<file path="config.mk">
export PLATFORM = sky130hd
export DESIGN_NAME = integer_to_ascii_radix
export DESIGN_NICKNAME = d
export VERILOG_FILES = /design/src/sv/itoa_pkg.sv /design/src/sv/itoa_ctrl.sv /design/src/sv/itoa_datapath.sv /design/src/sv/integer_to_ascii_radix.sv
export SDC_FILE = /design/constraint.sdc
export NUM_CORES = 1
export LEC_CHECK = 0
export BUFFER_PORTS_ARGS = -buffer_cell sky130_fd_sc_hd__buf_4
export CELL_PAD_IN_SITES_DETAIL_PLACEMENT = 0
export CELL_PAD_IN_SITES_GLOBAL_PLACEMENT = 2
export CORE_MARGIN = 1
export CORE_UTILIZATION = 35
export DETAILED_ROUTE_END_ITERATION = 7
export PLACE_DENSITY = 0.8
export SLEW_MARGIN = 25
export SYNTH_ARGS = -nofsm -noshare
export SYNTH_HDL_FRONTEND = slang
export SYNTH_SLANG_ARGS = --single-unit
</file>
<file path="constraint.sdc">
create_clock -name clk -period 2.67 [get_ports clk]
set_input_delay 0 -clock clk [delete_from_list [all_inputs] [get_ports clk]]
set_output_delay 0 -clock clk [all_outputs]
set_load 0.02 [all_outputs]
</file>
<file path="src/sv/itoa_pkg.sv">
`timescale 1ns / 1ps
// ----------------------------------------------------------------------------
// itoa_pkg
// Types and constants shared by the integer to ASCII converter modules.
// ----------------------------------------------------------------------------
package itoa_pkg;

  localparam int unsigned REQ_BITS   = 3;
  localparam int unsigned VALUE_BITS = 32;
  localparam int unsigned CHAR_BITS  = 8;

  // Request type codes.
  localparam logic [REQ_BITS-1:0] REQ_UDEC = 3'd0;
  localparam logic [REQ_BITS-1:0] REQ_UHEX = 3'd1;
  localparam logic [REQ_BITS-1:0] REQ_UBIN = 3'd2;
  localparam logic [REQ_BITS-1:0] REQ_SDEC = 3'd3;
  localparam logic [REQ_BITS-1:0] REQ_SHEX = 3'd4;
  localparam logic [REQ_BITS-1:0] REQ_SBIN = 3'd5;

  // Character codes.
  localparam logic [CHAR_BITS-1:0] CH_ZERO  = 8'h30;
  localparam logic [CHAR_BITS-1:0] CH_A     = 8'h61;
  localparam logic [CHAR_BITS-1:0] CH_MINUS = 8'h2D;
  localparam logic [CHAR_BITS-1:0] CH_PLUS  = 8'h2B;

  typedef struct packed {
    logic [REQ_BITS-1:0]   req_type;
    logic [VALUE_BITS-1:0] value;
  } itoa_in_t;

  typedef struct packed {
    logic [CHAR_BITS-1:0] char_code;
    logic                 last_char;
  } itoa_out_t;

  typedef enum logic [1:0] {
    RADIX_DEC,
    RADIX_HEX,
    RADIX_BIN
  } radix_t;

  typedef enum logic [2:0] {
    ST_IDLE,
    ST_DABBLE,
    ST_SIGN,
    ST_SKIP,
    ST_EMIT
  } state_t;

  // Commands from the controller to the datapath.
  typedef struct packed {
    logic load;
    logic dabble;
    logic emit_sign;
    logic skip;
    logic emit_digit;
  } itoa_cmd_t;

  // Status from the datapath to the controller.
  typedef struct packed {
    logic req_ok;
    logic req_dec;
    logic req_signed;
    logic is_signed;
    logic dabble_last;
    logic lead_zero;
    logic last_digit;
  } itoa_sts_t;

endpackage

</file>
<file path="src/sv/itoa_ctrl.sv">
`timescale 1ns / 1ps
// ----------------------------------------------------------------------------
// itoa_ctrl
// Sequencer for one conversion: decimal binary-to-BCD steps, sign character,
// leading-zero skip and digit emission.
// ----------------------------------------------------------------------------
module itoa_ctrl (
  input  logic                clk,
  input  logic                rst_n,
  input  logic                start,
  input  itoa_pkg::itoa_sts_t sts,
  output itoa_pkg::itoa_cmd_t cmd,
  output logic                busy
);
  import itoa_pkg::*;

  state_t state_r, state_nxt;

  always_ff @(posedge clk) begin
    if (!rst_n) begin
      state_r <= ST_IDLE;
    end else begin
      state_r <= state_nxt;
    end
  end

  always_comb begin
    state_nxt = state_r;
    case (state_r)
      ST_IDLE: begin
        // Undefined request types are taken and dropped without output.
        if (start && sts.req_ok) begin
          if (sts.req_dec) begin
            state_nxt = ST_DABBLE;
          end else if (sts.req_signed) begin
            state_nxt = ST_SIGN;
          end else begin
            state_nxt = ST_SKIP;
          end
        end
      end
      ST_DABBLE: begin
        if (sts.dabble_last) begin
          state_nxt = sts.is_signed ? ST_SIGN : ST_SKIP;
        end
      end
      ST_SIGN: begin
        state_nxt = ST_SKIP;
      end
      ST_SKIP: begin
        if (!sts.lead_zero || sts.last_digit) begin
          state_nxt = ST_EMIT;
        end
      end
      ST_EMIT: begin
        if (sts.last_digit) begin
          state_nxt = ST_IDLE;
        end
      end
      default: begin
        state_nxt = ST_IDLE;
      end
    endcase
  end

  always_comb begin
    cmd  = '0;
    busy = 1'b1;
    case (state_r)
      ST_IDLE: begin
        busy     = 1'b0;
        cmd.load = start && sts.req_ok;
      end
      ST_DABBLE: begin
        cmd.dabble = 1'b1;
      end
      ST_SIGN: begin
        cmd.emit_sign = 1'b1;
      end
      ST_SKIP: begin
        cmd.skip = sts.lead_zero && !sts.last_digit;
      end
      ST_EMIT: begin
        cmd.emit_digit = 1'b1;
      end
      default: begin
        busy = 1'b0;
      end
    endcase
  end

endmodule

</file>
<file path="src/sv/itoa_datapath.sv">
`timescale 1ns / 1ps
// ----------------------------------------------------------------------------
// itoa_datapath
// Magnitude and BCD shift registers, digit counters and the output register.
// ----------------------------------------------------------------------------
module itoa_datapath #(
  parameter int unsigned WORD_BITS = 32
) (
  input  logic                clk,
  input  logic                rst_n,
  input  itoa_pkg::itoa_in_t  in_word,
  input  itoa_pkg::itoa_cmd_t cmd,
  output itoa_pkg::itoa_sts_t sts,
  output itoa_pkg::itoa_out_t out_word,
  output logic                out_valid
);
  import itoa_pkg::*;

  localparam int unsigned HD = (WORD_BITS + 3) / 4;
  localparam int unsigned HW = HD * 4;
  // Decimal digits of the largest unsigned word (log10 of 2 scaled).
  localparam int unsigned ND = (WORD_BITS * 30103) / 100000 + 1;
  localparam int unsigned BW = ND * 4;
  localparam int unsigned CW = $clog2(WORD_BITS + 1);

  logic [HW-1:0]        mag_r, mag_nxt;
  logic [BW-1:0]        bcd_r, bcd_nxt;
  logic [BW-1:0]        bcd_adj;
  logic [CW-1:0]        cnt_r, cnt_nxt;
  logic [CW-1:0]        dcnt_r, dcnt_nxt;
  radix_t               radix_r, radix_nxt;
  radix_t               in_radix;
  logic                 signed_r, signed_nxt;
  logic                 neg_r, neg_nxt;
  logic                 in_signed;
  logic                 in_neg;
  logic [63:0]          value_ext;
  logic [WORD_BITS-1:0] in_v;
  logic [WORD_BITS-1:0] in_mag;
  logic [3:0]           top_digit;
  logic [CHAR_BITS-1:0] digit_char;
  itoa_out_t            out_r, out_nxt;
  logic                 out_valid_r, out_valid_nxt;

  // Request decode straight from the input word.
  always_comb begin
    in_radix = RADIX_BIN;
    case (in_word.req_type) inside
      REQ_UDEC, REQ_SDEC: in_radix = RADIX_DEC;
      REQ_UHEX, REQ_SHEX: in_radix = RADIX_HEX;
      default:            in_radix = RADIX_BIN;
    endcase
  end

  assign in_signed = (in_word.req_type == REQ_SDEC) || (in_word.req_type == REQ_SHEX) ||
                     (in_word.req_type == REQ_SBIN);
  assign value_ext = 64'(in_word.value);
  assign in_v      = value_ext[WORD_BITS-1:0];
  assign in_neg    = in_signed && in_v[WORD_BITS-1];
  // The most negative word negates to itself, which read unsigned is its magnitude.
  assign in_mag    = in_neg ? WORD_BITS'(~in_v + WORD_BITS'(1)) : in_v;

  always_comb begin
    top_digit = {3'b000, mag_r[WORD_BITS-1]};
    case (radix_r)
      RADIX_DEC: top_digit = bcd_r[BW-1 -: 4];
      RADIX_HEX: top_digit = mag_r[HW-1 -: 4];
      default:   top_digit = {3'b000, mag_r[WORD_BITS-1]};
    endcase
  end

  assign digit_char = {4'b0000, top_digit} +
                      ((top_digit > 4'd9) ? (CH_A - 8'd10) : CH_ZERO);

  always_comb begin
    for (int k = 0; k < ND; k++) begin
      if (bcd_r[k*4 +: 4] >= 4'd5) begin
        bcd_adj[k*4 +: 4] = bcd_r[k*4 +: 4] + 4'd3;
      end else begin
        bcd_adj[k*4 +: 4] = bcd_r[k*4 +: 4];
      end
    end
  end

  always_comb begin
    mag_nxt       = mag_r;
    bcd_nxt       = bcd_r;
    cnt_nxt       = cnt_r;
    dcnt_nxt      = dcnt_r;
    radix_nxt     = radix_r;
    signed_nxt    = signed_r;
    neg_nxt       = neg_r;
    out_nxt       = out_r;
    out_valid_nxt = 1'b0;
    if (cmd.load) begin
      mag_nxt    = HW'(in_mag);
      bcd_nxt    = '0;
      dcnt_nxt   = CW'(WORD_BITS);
      radix_nxt  = in_radix;
      signed_nxt = in_signed;
      neg_nxt    = in_neg;
      case (in_radix)
        RADIX_DEC: cnt_nxt = CW'(ND);
        RADIX_HEX: cnt_nxt = CW'(HD);
        default:   cnt_nxt = CW'(WORD_BITS);
      endcase
    end
    if (cmd.dabble) begin
      bcd_nxt  = {bcd_adj[BW-2:0], mag_r[WORD_BITS-1]};
      mag_nxt  = mag_r << 1;
      dcnt_nxt = dcnt_r - CW'(1);
    end
    if (cmd.emit_sign) begin
      out_nxt.char_code = neg_r ? CH_MINUS : CH_PLUS;
      out_nxt.last_char = 1'b0;
      out_valid_nxt     = 1'b1;
    end
    if (cmd.emit_digit) begin
      out_nxt.char_code = digit_char;
      out_nxt.last_char = (cnt_r == CW'(1));
      out_valid_nxt     = 1'b1;
    end
    if (cmd.skip || cmd.emit_digit) begin
      cnt_nxt = cnt_r - CW'(1);
      case (radix_r)
        RADIX_DEC: bcd_nxt = bcd_r << 4;
        RADIX_HEX: mag_nxt = mag_r << 4;
        default:   mag_nxt = mag_r << 1;
      endcase
    end
  end

  always_ff @(posedge clk) begin
    if (!rst_n) begin
      out_valid_r <= 1'b0;
    end else begin
      out_valid_r <= out_valid_nxt;
    end
  end

  always_ff @(posedge clk) begin
    mag_r    <= mag_nxt;
    bcd_r    <= bcd_nxt;
    cnt_r    <= cnt_nxt;
    dcnt_r   <= dcnt_nxt;
    radix_r  <= radix_nxt;
    signed_r <= signed_nxt;
    neg_r    <= neg_nxt;
    out_r    <= out_nxt;
  end

  always_comb begin
    sts.req_ok      = (in_word.req_type <= REQ_SBIN);
    sts.req_dec     = (in_radix == RADIX_DEC);
    sts.req_signed  = in_signed;
    sts.is_signed   = signed_r;
    sts.dabble_last = (dcnt_r == CW'(1));
    sts.lead_zero   = (top_digit == 4'd0);
    sts.last_digit  = (cnt_r == CW'(1));
  end

  assign out_word  = out_r;
  assign out_valid = out_valid_r;

endmodule

</file>
<file path="src/sv/integer_to_ascii_radix.sv">
`timescale 1ns / 1ps
// ----------------------------------------------------------------------------
// integer_to_ascii_radix
// Converts one integer word to ASCII characters in decimal, hex or binary.
// ----------------------------------------------------------------------------
// Busy is high through a conversion: BCD steps for decimal, the sign for signed
// requests, leading-zero skip and emission over the digit capacity (decimal
// digits, nibbles or bits of the word); the next word is taken as soon as busy
// falls. The sign leaves first for signed requests (after the BCD steps for
// decimal); digits then follow one per cycle once leading zeros are skipped.
// The receiver cannot stall. Reset clears the sequencer and the output strobe.
module integer_to_ascii_radix #(
  parameter int unsigned WORD_BITS = 32
) (
  input  logic                clk,
  input  logic                rst_n,
  input  logic                start,
  output logic                busy,
  input  itoa_pkg::itoa_in_t  in_word,
  output logic                out_valid,
  output itoa_pkg::itoa_out_t out_word
);
  import itoa_pkg::*;

  itoa_cmd_t cmd;
  itoa_sts_t sts;

  itoa_ctrl u_ctrl (
    .clk   (clk),
    .rst_n (rst_n),
    .start (start),
    .sts   (sts),
    .cmd   (cmd),
    .busy  (busy)
  );

  itoa_datapath #(
    .WORD_BITS (WORD_BITS)
  ) u_datapath (
    .clk       (clk),
    .rst_n     (rst_n),
    .in_word   (in_word),
    .cmd       (cmd),
    .sts       (sts),
    .out_word  (out_word),
    .out_valid (out_valid)
  );

endmodule
</file>
# [After elaboration in Yosys (flattened, before gate mapping)]
# Cells that the tools add are included.
[word_totals] rom_bits=0 out_inout_bits=11 latchBits=0 reg_bits=101 inputBits=38 ram_bits=0 memories=0
[classes] magnitude_cmp=12 n_div=0 muxes=47 eq_ne=16 bitwise_logic=1 mul=0 n_reduce_logical=21 shift=0 add_sub_neg=14
[op_table] operator="40-bit two-way mux" n=4
[op_table] operator="32-bit two-way mux" n=4
[op_table] operator="32-bit one-hot mux with 2 select lines" n=1
[op_table] operator="4-bit by 3-bit greater-or-equal comparator with 1-bit output (second input constant)" n=10
[op_table] operator="4-bit by 2-bit adder with 4-bit output (second input constant)" n=9
[op_table] operator="4-bit two-way mux" n=9
[op_table] operator="32-bit by 1-bit adder with 32-bit output (second input constant)" n=1
[op_table] operator="32-bit inverter" n=1
[op_table] operator="6-bit two-way mux" n=4
[op_table] operator="3-bit two-way mux" n=7
[op_table] operator="9-bit two-way mux" n=2
[op_table] operator="3-bit one-hot mux with 5 select lines" n=1
[op_table] operator="6-bit by 1-bit == test with 1-bit output (second input constant)" n=2
[op_table] operator="6-bit one-hot mux with 2 select lines" n=1
[op_table] operator="6-bit by 1-bit subtractor with 6-bit output (second input constant)" n=2
[op_table] operator="1-bit two-way mux" n=10
[op_table] operator="3-bit by 2-bit == test with 1-bit output (second input constant)" n=3
[op_table] operator="3-bit == test (second input constant)" n=3
[op_table] operator="4-bit by 8-bit adder with 8-bit output" n=1
[op_table] operator="4-bit one-hot mux with 2 select lines" n=1
[op_table] operator="7-bit two-way mux" n=1
[op_table] operator="3-bit by 1-bit == test with 1-bit output (second input constant)" n=2
[op_table] operator="3-bit zero test" n=2
[op_table] operator="2-bit by 1-bit != test with 1-bit output (second input constant)" n=3
[op_table] operator="other kinds (15)" n=27

# [Logic depth before layout (Yosys ltp)]
[depth] ltp_word=9 depth_mapped=10 ltp_nobuf=9

# [Modules after synthesis]
# Synthesis repeated with hierarchy kept, for this count alone.
[hier_totals] hier_cells=794 area_unflattened_um2=6530.0
[modules_own_cells] module="itoa_datapath" n_inst=1 area_each_um2=6256.0 cells_each=763 seq_area_each_um2=2182.1
[modules_own_cells] module="itoa_ctrl" n_inst=1 area_each_um2=274.0 cells_each=31 seq_area_each_um2=60.1

# [Least setup slack after synthesis]
# No wires, ideal clock.
[synth_timing] kind="reg-to-reg" from="register u_datapath.radix_r[0]" to="register u_datapath.out_r (netlist bit u_datapath.out_word[5]), data pin" n_path_buf=1 t_required_ns=2.402 synth_period_minus_slack_ns=2.272 slack_ns=0.398 arrival_ns=2.004 path_stages_with_launch=11 setup_time_ns=0.268 cell_sequence="edfxtp_1 -> buf_2 -> nor3_1 -> a211oi_1 -> nand2_1 -> inv_1 -> ha_1 -> inv_1 -> fa_1 -> o21ai_0 -> a21oi_1"
[synth_between] elab_chain_len=6 elab_cells_between_ends=7 classes_between="add/sub (1); order compare (1); eq/ne (1); mux (3); reduce/logical (1)"
[synth_rtl] element="start: declaration" line_no="itoa_datapath.sv:31" text="radix_t radix_r, radix_nxt;"
[synth_rtl] element="start signal: assignment" line_no="itoa_datapath.sv:146" text="radix_r <= radix_nxt;"
[synth_rtl] element="2-bit by 1-bit == test with 1-bit output or 2-bit zero test (tied branches)" line_no="itoa_datapath.sv:65" text="case (radix_r)"
[synth_rtl] element="4-bit one-hot mux with 2 select lines *" line_no="itoa_datapath.sv:65"
[synth_rtl] element="4-bit greater-than comparator" line_no="itoa_datapath.sv:73" text="((top_digit > 4'd9) ? (CH_A - 8'd10) : CH_ZERO);"
[synth_rtl] element="7-bit two-way mux" line_no="itoa_datapath.sv:73"
[synth_rtl] element="4-bit by 8-bit adder with 8-bit output *" line_no="itoa_datapath.sv:72" text="assign digit_char = {4'b0000, top_digit} +"
[synth_rtl] element="9-bit two-way mux *" line_no="itoa_datapath.sv:118" text="if (cmd.emit_digit) begin"
[synth_rtl] element="end signal: assignment" line_no="itoa_datapath.sv:149" text="out_r <= out_nxt;"
[synth_rtl] element="end: declaration" line_no="itoa_datapath.sv:42" text="itoa_out_t out_r, out_nxt;"
# Every way passes the cells marked *; elsewhere a longest branch is shown, timed or not.
# A chain may end at the register's enable or synchronous reset.

# [Worst setup path in the final report]
[layout_timing] from="input port in_word[0] (netlist bit)" to="register u_datapath.mag_r[28]"
[layout_between] elab_chain_len=7
[layout_rtl] element="start: declaration" line_no="integer_to_ascii_radix.sv:19" text="input itoa_pkg::itoa_in_t in_word,"
[layout_rtl] element="32-bit inverter *" line_no="itoa_datapath.sv:61" text="assign in_mag = in_neg ? WORD_BITS'(~in_v + WORD_BITS'(1)) : in_v;"
[layout_rtl] element="32-bit by 1-bit adder with 32-bit output *" line_no="itoa_datapath.sv:61"
[layout_rtl] element="32-bit two-way mux *" line_no="itoa_datapath.sv:61"
[layout_rtl] element="32-bit two-way mux *" line_no="itoa_datapath.sv:95" text="if (cmd.load) begin"
[layout_rtl] element="32-bit two-way mux *" line_no="itoa_datapath.sv:108" text="if (cmd.dabble) begin"
[layout_rtl] element="32-bit one-hot mux with 2 select lines" line_no="itoa_datapath.sv:125" text="case (radix_r)"
[layout_rtl] element="32-bit two-way mux *" line_no="itoa_datapath.sv:123" text="if (cmd.skip || cmd.emit_digit) begin"
[layout_rtl] element="via u_datapath.mag_nxt[28]" line_no="itoa_datapath.sv:26" text="logic [HW-1:0] mag_r, mag_nxt;"
[layout_rtl] element="end signal: assignment" line_no="itoa_datapath.sv:142" text="mag_r <= mag_nxt;"
[layout_rtl] element="end: declaration" line_no="itoa_datapath.sv:26"
# The timed path passes the listed nets; every way through them passes the cells marked *.

==> flow_metrics.env <==
export IMPL_run_status="complete, no violations"
export IMPL_place_congestion=0.8082
export IMPL_finalHoldViolCount=0
export IMPL_drt_iter0_markers=390
export IMPL_period_share_pct=91.18
export IMPL_critical_path_required_ns=2.90
export IMPL_cpPeakStageDelay_ns=0.54
export IMPL_p_int_mw=3.512
export IMPL_die_w_um=139.4
export IMPL_finish_instance_area_mm2=0.007482
export IMPL_holdWs_ns=0.02218
export IMPL_syn_to_final_growth_pct=13.30
export IMPL_p_seq_share_pct=44.4
export IMPL_fin_skew_ns=0.007173
export IMPL_cellPowerDensity_mw_per_mm2=750.8
export IMPL_max_slew_margin_pct=55.09
export IMPL_worst_slack_ns=0.2354
export IMPL_n_antenna_cell=0
export IMPL_power_leakage_nw=2.692
export IMPL_drt_pass1_iterations=5
export IMPL_post_route_util_pct=41.09
export IMPL_synth_edf_count=24
export IMPL_final_antenna_net_count=0
export IMPL_avgSynthCellArea_um2=8.423
export IMPL_crit_fanout=8
export IMPL_synth_distinct_cells=84
export IMPL_ys_warn_count=0
export IMPL_cts_buffers=9
export IMPL_clkLatencyLatePin_ns=0.34
export IMPL_cts_sinks=100
export IMPL_clkTransAtPathRegs_ns=0.07
export IMPL_cp_arrival_ns=2.66
export IMPL_critical_path_cell_chain="dlygate4sd3_1 -> buf_4 -> inv_1 -> ha_1 -> nor3b_2 -> nand4_2 -> or3_1 -> o31ai_2 -> xor2_1 -> o22ai_1"
export IMPL_fin_setup_tns_ns=0
export IMPL_busiest_layer="met2"
export IMPL_core_area_mm2=0.01821
export IMPL_vias=5875
export IMPL_start_util_pct=36.27
export IMPL_wire_per_inst_um=16.55
export IMPL_ctsResizeCount=0
export IMPL_p_sw_mw=2.106
export IMPL_rsz0062_at_grt="false"
export IMPL_drive_gt1_share_pct=14.11
export IMPL_worst_setup_path_type="in2reg"
export IMPL_wirelength_um=17390
export IMPL_critPathLaunchType="primary input"
export IMPL_use_met3_pct=2.512
export IMPL_clk_path_buf_depth=2
export IMPL_grt_pass1_wl_um=28150
export IMPL_grt_usage_pct=17.99
export IMPL_ir_worst_vdd_mv=0.2770
export IMPL_fp_row_count=49
export IMPL_synth_area_mm2=0.006604
export IMPL_cts_tree="done"
export IMPL_drc=0
export IMPL_synth_seq_cells=100
export IMPL_cpMaxStageDelayCell="dlygate4sd3_1"
export IMPL_place_ws_ns=0.2402
export IMPL_grt_use_met1_pct=23.84
export IMPL_synthCells=784
export IMPL_viasPerCell=5.590
export IMPL_synth_ff_type="dfxtp_1"
export IMPL_synth_nets=850
export IMPL_place_area_mm2=0.007186
export IMPL_maxCapViolCount=0
export IMPL_antenna_found_initial=0
export IMPL_hold_path_class="in2reg"
export IMPL_io_pins=49
export IMPL_power_mw=5.618
export IMPL_cts_root_buf="clkbuf_16"
export IMPL_dieArea_mm2=0.01942
export IMPL_max_freq_mhz=410.7
export IMPL_async_flop_share_pct=0
export IMPL_dp_hpwl_um=12050
export IMPL_finalCriticalPeriod_ns=2.435
export IMPL_grt_max_degree=73
export IMPL_portBuffers=47
export IMPL_grt_pass1_vias=5600
export IMPL_setup_viol=0
export IMPL_slew_viol_final=0
export IMPL_grt_ovfl_total=0
export IMPL_swShare_pct=37.48
export IMPL_h_tree_depth=3
export IMPL_use_met2_pct=30.07
export IMPL_final_nets=884
export IMPL_synth_yosys_seq_area_share_pct=33.95
export IMPL_dp_cells=1031
export IMPL_power_frac_comb_pct=34.5
export IMPL_final_cells=1051
export IMPL_fp_dieH_um=139.4
export IMPL_tightest_slew_ns=0.6712
export IMPL_power_frac_clock_pct=21.1
export IMPL_cp_end_kind="register"
-- final timing paths --
check | slack (ns) | to | cells after the start | from
worst min-delay path | 0.02 | u_datapath.radix_r[0] | 2 | in_word[33]
worst max register to register | 0.25 | u_datapath.out_word[5] | 9 | u_datapath.radix_r[0]
worst max-delay path | 0.24 | u_datapath.mag_r[28] | 10 | in_word[0]
worst min register to register | 0.51 | u_datapath.mag_r[3] | 1 | u_datapath.mag_r[2]
-- cells in the mapped netlist (all sizes together) (11+ instances only) --
cell | instances | area (um^2)
nand2b | 17 | 106.4
o21ai | 60 | 315.3
nor3 | 29 | 160.2
a21oi | 43 | 226.5
o22ai | 22 | 137.6
dfxtp | 76 | 1521
or3 | 15 | 98.84
a22oi | 19 | 142.6
nand2 | 61 | 231.5
clkbuf | 17 | 63.81
nand3 | 28 | 140.1
xnor2 | 28 | 245.2
buf | 32 | 198.9
inv | 39 | 146.4
edfxtp | 24 | 720.7
ha | 27 | 337.8
a221o | 17 | 170.2
nor2 | 71 | 269.0
a31oi | 21 | 131.4
o31ai | 11 | 87.58
a211oi | 17 | 132.6
xor2 | 20 | 175.2
-- sequential cells by signal, summed over array words and instances (netlist names) --
signal	cells
u_datapath.bcd_r	40
u_datapath.mag_r	32
u_datapath.out_word	8
u_datapath.cnt_r	6
u_datapath.dcnt_r	6
u_ctrl.state_r	3
u_datapath.radix_r	2
u_datapath.neg_r	1
u_datapath.out_valid	1
u_datapath.signed_r	1
-- cells in the final DEF, fill, tap and decap left out, types with 8 or more instances in the layout --
master,synthesis,final
nor3_1,26,26
nand2b_1,17,17
xnor2_1,28,28
a21oi_1,42,42
nor2_1,70,70
o22ai_1,22,22
o31ai_1,10,10
a22oi_1,19,19
nor3b_1,8,8
ha_1,27,27
buf_4,4,65
dfxtp_1,76,76
nand3_1,28,28
inv_1,37,37
xor2_1,20,20
o21ai_0,57,57
edfxtp_1,24,24
clkbuf_16,0,9
nand2_1,60,60
a211oi_1,16,16
a31oi_1,21,21
a221o_1,17,17
or3_1,14,14
-- logic make-up after synthesis --
family / synth area share (%)
simple gates: 19.65
compound gates: 27.57
flops: 33.95
buf+inv: 6.195
xor+xnor: 6.366
fa+ha+maj: 5.419
mux: 0.7957
other cells: 0.05679
-- layer usage --
layer	share of wire (%)	wire (um)	up-vias
met2	47	8120	120
met4	1.3	225	0
li1	-	-	2956
met3	3.7	646	13
met5	0	0	-
met1	48	8399	2786
-- cell type report --
class                      count  area, um^2
inverter                      39       146.4
sequential                   100        2242
clock inverter                 3       15.01
tap                          229       286.5
multi-input combinational    596        3958
fill                        1835       10730
timing repair buffer          72       598.1
clock buffer                  12       236.5
-- power by group through the flow --
stage | logic, mW | clock network, mW | registers [mW]
4_1_cts | 1.93 | 1.23 | 2.48
2_1_floorplan | 1.47 | 0 | 2.35
3_5_place_dp | 1.92 | 0 | 2.51
5_1_grt | 2.16 | 1.28 | 2.55
6_report | 1.94 | 1.19 | 2.49
3_3_place_gp | 1.88 | 0 | 2.50
-- critical path: cells and delay by family --
kind / cells / cell delay (ns)
compound gates: 2 / 0.31
fa+ha+maj: 1 / 0.17
buf+inv: 3 / 0.74
xor+xnor: 1 / 0.17
simple gates: 3 / 1.26
-- what timing repair did --
action / CTS / global route
endpoints found under the setup margin: 0 / 1
setup buffers: 0 / 2
endpoints found under the hold margin: 6 / 0
hold buffers: 3 / 0
(Power assumes the default switching activity.)
